File: src/hdl/tccr_pkg.sv
`timescale 1ns / 1ps
// ----------------------------------------------------------------------------
// Cell color resolver package
// Shared types and constants: register layout, mode and attribute bits, the
// per-cell control bundle and the repair indices.
// ----------------------------------------------------------------------------
package tccr_pkg;

	localparam int RGB_W  = 24;
	localparam int PAIR_W = 2 * RGB_W;
	localparam int IDX_W  = 8;
	localparam int ATTR_W = 7;
	localparam int OVR_W  = 3;
	localparam int MODE_W = 8;
	localparam int CFG_IDX_W = 3;

	// Operation codes
	localparam logic OP_RESOLVE = 1'b0;
	localparam logic OP_PAL_WRITE = 1'b1;

	// Mode enable bits
	localparam int MODE_ANSI      = 0;
	localparam int MODE_BOLD      = 1;
	localparam int MODE_BLINK     = 2;
	localparam int MODE_UNDERLINE = 3;
	localparam int MODE_URL       = 4;
	localparam int MODE_REVERSE   = 5;
	localparam int MODE_TEXTFIX   = 6;
	localparam int MODE_NORMALBG  = 7;

	// Cell attribute bits
	localparam int ATTR_BOLD      = 0;
	localparam int ATTR_BLINK     = 1;
	localparam int ATTR_UNDERLINE = 2;
	localparam int ATTR_URL       = 3;
	localparam int ATTR_REVERSE   = 4;
	localparam int ATTR_FG_EXP    = 5;
	localparam int ATTR_BG_EXP    = 6;

	// Override bits
	localparam int OVR_REVERSE = 0;
	localparam int OVR_FG      = 1;
	localparam int OVR_BG      = 2;

	// Palette indices that get the same-color repair
	localparam logic [IDX_W-1:0] FIX_BLACK  = 8'd0;
	localparam logic [IDX_W-1:0] FIX_WHITE  = 8'd7;
	localparam logic [IDX_W-1:0] FIX_BRIGHT = 8'd15;

	// Register reset values
	localparam logic [MODE_W-1:0] MODE_RST      = 8'h01;
	localparam logic [PAIR_W-1:0] NORMAL_RST    = 48'h000000FFFFFF;
	localparam logic [PAIR_W-1:0] BOLD_RST      = 48'h0000FFFFFFFF;
	localparam logic [PAIR_W-1:0] BLINK_RST     = 48'hFF0000FFFFFF;
	localparam logic [PAIR_W-1:0] UNDERLINE_RST = 48'hFF00FFFFFFFF;
	localparam logic [PAIR_W-1:0] LINK_RST      = 48'h00FF00FFFFFF;
	localparam logic [PAIR_W-1:0] REVERSE_RST   = 48'hFFFFFF000000;

	typedef enum logic [CFG_IDX_W-1:0] {
		REG_MODE      = 3'd0,
		REG_NORMAL    = 3'd1,
		REG_BOLD      = 3'd2,
		REG_BLINK     = 3'd3,
		REG_UNDERLINE = 3'd4,
		REG_LINK      = 3'd5,
		REG_REVERSE   = 3'd6
	} cfg_reg_t;

	typedef struct packed {
		logic [MODE_W-1:0] mode;
		logic [PAIR_W-1:0] normal;
		logic [PAIR_W-1:0] bold;
		logic [PAIR_W-1:0] blink;
		logic [PAIR_W-1:0] underline;
		logic [PAIR_W-1:0] link;
		logic [PAIR_W-1:0] reverse;
	} cfg_t;

	typedef struct packed {
		logic [ATTR_W-1:0] attr;
		logic [IDX_W-1:0]  fg_index;
		logic [IDX_W-1:0]  bg_index;
		logic              rev;
		logic [OVR_W-1:0]  ovr;
		logic [RGB_W-1:0]  ovr_fg;
		logic [RGB_W-1:0]  ovr_bg;
	} cell_t;

endpackage

File: src/hdl/tccr_resolve.sv
`timescale 1ns / 1ps
// ----------------------------------------------------------------------------
// Cell color resolve logic
// Picks the attribute pair, applies reverse, explicit palette colors, the
// same-color repair and the highlight override for one cell.
// ----------------------------------------------------------------------------
module tccr_resolve
	import tccr_pkg::*;
(
	input  cfg_t             cfg,
	input  cell_t            cur_cell,
	input  logic [RGB_W-1:0] pal_fg,
	input  logic [RGB_W-1:0] pal_bg,
	output logic [RGB_W-1:0] fg_rgb,
	output logic [RGB_W-1:0] bg_rgb
);

	logic              have;
	logic [PAIR_W-1:0] pr;
	logic [RGB_W-1:0]  back;
	logic [RGB_W-1:0]  fg_base, bg_base;
	logic [RGB_W-1:0]  fg_exp, bg_exp;
	logic [RGB_W-1:0]  fg_fix, bg_fix;
	logic              ansi, fexp, bexp, fix;
	logic [PAIR_W-1:0] fix_pair;

	assign ansi = cfg.mode[MODE_ANSI];
	assign fexp = ansi && cur_cell.attr[ATTR_FG_EXP];
	assign bexp = ansi && cur_cell.attr[ATTR_BG_EXP];

	// Select the attribute pair by priority
	always_comb begin
		have = 1'b1;
		pr   = cfg.normal;
		if (cfg.mode[MODE_BLINK] && cur_cell.attr[ATTR_BLINK]) begin
			pr = cfg.blink;
		end else if (cfg.mode[MODE_BOLD] && cur_cell.attr[ATTR_BOLD]) begin
			pr = cfg.bold;
		end else if (cfg.mode[MODE_UNDERLINE] && cur_cell.attr[ATTR_UNDERLINE]) begin
			pr = cfg.underline;
		end else if (cfg.mode[MODE_URL] && cur_cell.attr[ATTR_URL]) begin
			pr = cfg.link;
		end else begin
			have = 1'b0;
		end
	end

	assign back = cfg.mode[MODE_NORMALBG] ? cfg.normal[RGB_W-1:0] : pr[RGB_W-1:0];

	// Base colors, swapped under reverse; with no attribute pair and reverse mode on, the reverse pair is used
	always_comb begin
		if (!have) begin
			if (!cur_cell.rev) begin
				fg_base = cfg.normal[PAIR_W-1:RGB_W];
				bg_base = cfg.normal[RGB_W-1:0];
			end else if (!cfg.mode[MODE_REVERSE]) begin
				fg_base = cfg.normal[RGB_W-1:0];
				bg_base = cfg.normal[PAIR_W-1:RGB_W];
			end else begin
				fg_base = cfg.reverse[PAIR_W-1:RGB_W];
				bg_base = cfg.reverse[RGB_W-1:0];
			end
		end else if (!cur_cell.rev) begin
			fg_base = pr[PAIR_W-1:RGB_W];
			bg_base = back;
		end else begin
			fg_base = back;
			bg_base = pr[PAIR_W-1:RGB_W];
		end
	end

	// Apply explicit palette colors
	always_comb begin
		fg_exp = fg_base;
		bg_exp = bg_base;
		if (fexp) begin
			if (!cur_cell.rev) fg_exp = pal_fg;
			else               bg_exp = pal_fg;
		end
		if (bexp) begin
			if (!cur_cell.rev) bg_exp = pal_bg;
			else               fg_exp = pal_bg;
		end
	end

	// Repair same-color text on the basic black and white indices
	assign fix = cfg.mode[MODE_TEXTFIX] && fexp && bexp
		&& (cur_cell.fg_index == cur_cell.bg_index)
		&& ((cur_cell.fg_index == FIX_BLACK) || (cur_cell.fg_index == FIX_WHITE)
		|| (cur_cell.fg_index == FIX_BRIGHT));
	assign fix_pair = cur_cell.rev ? cfg.reverse : cfg.normal;
	assign fg_fix   = fix ? fix_pair[PAIR_W-1:RGB_W] : fg_exp;
	assign bg_fix   = fix ? fix_pair[RGB_W-1:0] : bg_exp;

	// Override colors win last
	always_comb begin
		fg_rgb = fg_fix;
		bg_rgb = bg_fix;
		if (cur_cell.ovr[OVR_FG]) begin
			if (cur_cell.rev) bg_rgb = cur_cell.ovr_fg;
			else              fg_rgb = cur_cell.ovr_fg;
		end
		if (cur_cell.ovr[OVR_BG]) begin
			if (cur_cell.rev) fg_rgb = cur_cell.ovr_bg;
			else              bg_rgb = cur_cell.ovr_bg;
		end
	end

endmodule

File: config.mk
export PLATFORM = sky130hd
export DESIGN_NAME = tccr_resolve
export DESIGN_NICKNAME = d
export VERILOG_FILES = /design/src/hdl/tccr_pkg.sv /design/src/hdl/tccr_resolve.sv
export SDC_FILE = /design/constraint.sdc
export NUM_CORES = 1
export LEC_CHECK = 0
export BUFFER_PORTS_ARGS = -buffer_cell sky130_fd_sc_hd__buf_2
export CAP_MARGIN = 20
export CORE_AREA = 2 2 183 185
export DETAILED_ROUTE_END_ITERATION = 8
export DIE_AREA = 0 0 185 187
export GPL_TIMING_DRIVEN = 0
export SLEW_MARGIN = 10
export SYNTH_ARGS = -nofsm -noshare
export SYNTH_HDL_FRONTEND = slang
export SYNTH_SLANG_ARGS = --single-unit
File: constraint.sdc
create_clock -name vclk -period 2.5
set_input_delay 0.125 -clock vclk [all_inputs]
set_output_delay 0.125 -clock vclk [all_outputs]
set_load 0.005 [all_outputs]
== Word level (Yosys, flattened, before mapping) ==
Cells that the tools add are included.
Operators by class
  eq/ne operators: 3
  multiplexer cells: 36
  reductions and logical operators: 13
Operators with widths (count)
  $mux 24: 27
  $mux 48: 5
  $logic_and 1x1->1: 10
  $eq 8x3->1 const B: 1
  $eq 8x4->1 const B: 1
  $eq 8x8->1: 1
  $logic_not 8->1: 1
  $mux 1: 4
  $logic_or 1x1->1: 2
Storage, ports and cells
  register bits: 0
  output and inout bits: 48
  logic and storage cells: 52

== Longest topological paths before layout ==
  depth after elaboration: 17
  mapped depth: 10

== Least setup slack after synthesis ==
Ideal clock, no wire load.
  kind: in2out
  start: input port cur_cell[64] (netlist name)
  end: output port bg_rgb[9]
  arrival time: 1861 ps
  data required time: 2375 ps
  slack: 514 ps
  stages: 6
  buffers on the path: 0
  cell sequence: or4_4 > nor4_4 > o2111ai_4 > a211o_1 > o311a_1 > a221o_1
Between the ends
  cells in the longest elaborated chain, start to end: 9
RTL lines
  start: declaration: line tccr_resolve.sv:11  | input cell_t cur_cell,
  $eq 8x3->1 / $logic_not 8->1 (equally long branches): line tccr_resolve.sv:89  | && ((cur_cell.fg_index == FIX_BLACK) || (cur_cell.fg_index == FIX_WHITE)
  $logic_or 1x1->1: line tccr_resolve.sv:89
  $logic_or 1x1->1: line tccr_resolve.sv:90  | || (cur_cell.fg_index == FIX_BRIGHT));
  $logic_and 1x1->1 (*): line tccr_resolve.sv:89
  $mux 24 (*): line tccr_resolve.sv:93  | assign bg_fix = fix ? fix_pair[RGB_W-1:0] : bg_exp;
  $mux 24: line tccr_resolve.sv:100  | if (cur_cell.rev) bg_rgb = cur_cell.ovr_fg;
  $mux 24 (*): line tccr_resolve.sv:99  | if (cur_cell.ovr[OVR_FG]) begin
  $mux 24: line tccr_resolve.sv:104  | if (cur_cell.rev) fg_rgb = cur_cell.ovr_bg;
  $mux 24 (*): line tccr_resolve.sv:103  | if (cur_cell.ovr[OVR_BG]) begin
  end: declaration: line tccr_resolve.sv:15  | output logic [RGB_W-1:0] bg_rgb
Mark *: on every way between the ends. The rest lies on a longest branch, timed or not.

== Worst setup path in the final report ==
  start: input port cur_cell[51] (netlist name)
  end: output port bg_rgb[21]
Between the ends
  cells in the longest elaborated chain, start to end: 11
RTL lines
  $mux 24, on equally long branches: line tccr_resolve.sv:53, tccr_resolve.sv:63
  $mux 24: line tccr_resolve.sv:52  | if (!have) begin
  $mux 24: line tccr_resolve.sv:77  | if (!cur_cell.rev) fg_exp = pal_fg;
  $mux 24: line tccr_resolve.sv:76  | if (fexp) begin
  $mux 24: line tccr_resolve.sv:81  | if (!cur_cell.rev) bg_exp = pal_bg;
  $mux 24: line tccr_resolve.sv:80  | if (bexp) begin
  $mux 24: line tccr_resolve.sv:93
  $mux 24: line tccr_resolve.sv:100
  $mux 24: line tccr_resolve.sv:99
  $mux 24: line tccr_resolve.sv:104
  $mux 24 (*): line tccr_resolve.sv:103
Marks and branches as above.

==> flow_metrics.tcl <==
set metrics [dict create \
    status "finished, violations left" \
    violations "setup timing" \
    die-area_mm2 0.03460 \
    fmax_mhz 388.5 \
    ys_warn_count 0 \
    yosys.area_share.simple 0.2956 \
    maxSlewHeadroom 0.4251 \
    nNetsFinal 2117 \
    gp_congestion 1.036 \
    dp_cells 2126 \
    pwr_density_cell_mw_per_mm2 233.9 \
    criticalPathCategory "input pin to primary output" \
    hp-class "input pin to primary output" \
    seq_area_um2 0 \
    design.seq.count 0 \
    ys_types 75 \
    utilization 0.3496 \
    required_ns 2.38 \
    hold_slack_ns 0.5553 \
    grt_usage 0.3985 \
    clock_buffers 0 \
    grt_max_degree 12 \
    syn2layout_area_growth_pct 49.20 \
    pre_cts_ws_ns -0.9828 \
    n_fill_cell 3792 \
    start_util 0.2343 \
    netlist_area_mm2 0.007700 \
    fin_cells 2155 \
    seq_area_frac_synth 0 \
    ios 467 \
    whs_endpoint "fg_rgb[18]" \
    hold_viol 0 \
    syn_avg_cell_area_um2 6.317 \
    first_global_vias 13780 \
    portBuffers 459 \
    rsz0062_at_grt "yes" \
    slew_viol_final 0 \
    vias_per_cell 6.603 \
    antenna_found_initial 15 \
    vdd_drop_max_mv 0.08713 \
    synth_fa_ha_area_frac 0 \
    wire_per_inst_um 33.71 \
    finalSetupViolations 8 \
    via_count 14230 \
    period_minus_slack_ns 2.574 \
    totalWireLength_mm 72.65 \
    critPathArrivalTime_ns 2.45 \
    grt_pass1_wl_mm 99.30 \
    synthMuxAreaShare 0.1454 \
    max-cap-violations 0 \
    syn-num-nets 1638 \
    rows 67 \
    grt.overflow.total 0 \
    synth_top_family_by_area "compound AO/OA/AOI/OAI gates" \
    core_mm2 0.03286 \
    p_leak_uw 0.005137 \
    initialDrtViolationCount 1892 \
    postRouteAntennaNets 0 \
    start_kind "input pin" \
    synth-compound-area-share 0.4763 \
    detail_route.first_pass.iterations 6 \
    hpwl_mm 58.50 \
    worstHoldPathCells 3 \
    hp-start "cur_cell[18]" \
    period_share 1.030 \
    worst_pin_slew_ns 0.8551 \
    layout-drive-gt1-share 0.4110 \
    drcViolationCount 0 \
    die_h_um 187 \
    end_kind "primary output" \
    die_w_um 185 \
    multiInputGateArea_mm2 0.007453 \
    syn_inst 1219 \
    synth_xor_area_frac 0.001137 \
    setup_ws_ns -0.07384 \
    path_max_fanout 11 \
]
==> report_power, final <==
| group | leakage [uW] | total [uW] | switching [uW] | internal, uW |
|---|---|---|---|---|
| Sequential | 0 | 0 | 0 | 0 |
| Combinational | 0.00514 | 2690 | 1660 | 1030 |
| Clock | 0.0000000697 | 0.000591 | 0 | 0.000591 |
| Total | 0.00514 | 2690 | 1660 | 1030 |
==> critical path, cell delays in order <==
cell	delay, ns
buf_2	0.12
buf_2	0.18
nand2_1	0.53
clkbuf_2	0.43
clkbuf_2	0.40
a31oi_1	0.17
a31oi_2	0.30
buf_2	0.18
==> logic make-up (layout without fill, tap and decap cells) <==
| family | after synthesis | after routing |
|---|---|---|
| other cells | 0 | 11 |
| xor+xnor | 1 | 1 |
| simple gates | 481 | 481 |
| mux | 110 | 110 |
| compound gates | 482 | 482 |
| buf+inv | 145 | 622 |
==> synthesized netlist by cell type, types with 10 or more instances <==
master       n  area share
mux2_2      15       0.022
nor3_1      39       0.025
o2111ai_1   24       0.027
nor2_1     187       0.091
clkbuf_1    93       0.045
a21oi_1     41       0.027
a221o_1     16       0.021
buf_2       28       0.018
o211ai_1    13       0.013
a311o_1     13       0.017
buf_1       11      0.0054
a211o_1     18       0.020
o22ai_1     56       0.045
mux2i_1     95        0.12
nand3_1     37       0.024
nand2_1    105       0.051
nand2b_1    12      0.0097
a221oi_1    34       0.039
o21ai_0     59       0.038
o221ai_1    19       0.022
a211oi_1    33       0.032
o31ai_1     26       0.025
a31oi_1     25       0.020
o21a_1      10      0.0097
nand3b_1    26       0.025
and3_1      31       0.025
==> metrics by stage <==
| stage | power [uW] | area, um^2 | TNS (ns) |
|---|---|---|---|
| after floorplan | 1157 | 7700 | 0 |
| after global placement | 2416 | 10560 | -28.52 |
| after detailed placement | 2414 | 10560 | -28.70 |
| after CTS | 2529 | 11170 | -0.1277 |
| after global routing | 2773 | 11480 | -0.2954 |
| final | 2687 | 11490 | -0.2800 |
==> metal layers <==
| metal | vias up | wire, um | track usage |
|---|---|---|---|
| met5 | - | 60 | 0 |
| met2 | 1295 | 30710 | 0.6112 |
| met1 | 6797 | 27900 | 0.5087 |
| li1 | 5842 | - | - |
| met3 | 286 | 8204 | 0.07457 |
| met4 | 10 | 5774 | 0.2561 |
==> layout by cell type, fill, tap and decap left out, types with 19 or more instances in the layout <==
cell type / n
a211oi_1: 29
a21oi_1: 39
a221oi_1: 24
a31oi_1: 23
and3_1: 31
buf_2: 473
buf_4: 38
clkbuf_2: 37
clkbuf_4: 32
mux2i_1: 95
nand2_1: 98
nand3_1: 33
nand3b_1: 26
nor2_1: 180
nor3_1: 38
o2111ai_1: 24
o21ai_0: 56
o221ai_1: 19
o22ai_1: 47
o31ai_1: 19
==> repair_timing <==
item / CTS / global route
pin swaps: 12 / 14
hold buffers: 0 / 0
resized for setup: 181 / 102
setup buffers: 14 / 10
endpoints found under the setup margin: 48 / 46
==> how the worst max path moves through the flow <==
stage | from | end | cells past startpoint
floorplan | cur_cell[64] | bg_rgb[9] | 6
global placement | cur_cell[51] | bg_rgb[21] | 9
detailed placement | cur_cell[51] | fg_rgb[23] | 10
CTS | cur_cell[54] | bg_rgb[9] | 10
global route | cur_cell[51] | bg_rgb[21] | 8
finish | cur_cell[51] | bg_rgb[21] | 8
==> area by class of cell <==
class	instances	area share
Multi-Input combinational cell	1074	0.6488
Antenna cell	11	0.002396
Timing Repair Buffer	483	0.2208
Tap cell	448	0.04879
Inverter	5	0.001634
Buffer	134	0.07765
No activity file was read; power rests on OpenSTA's default activity.
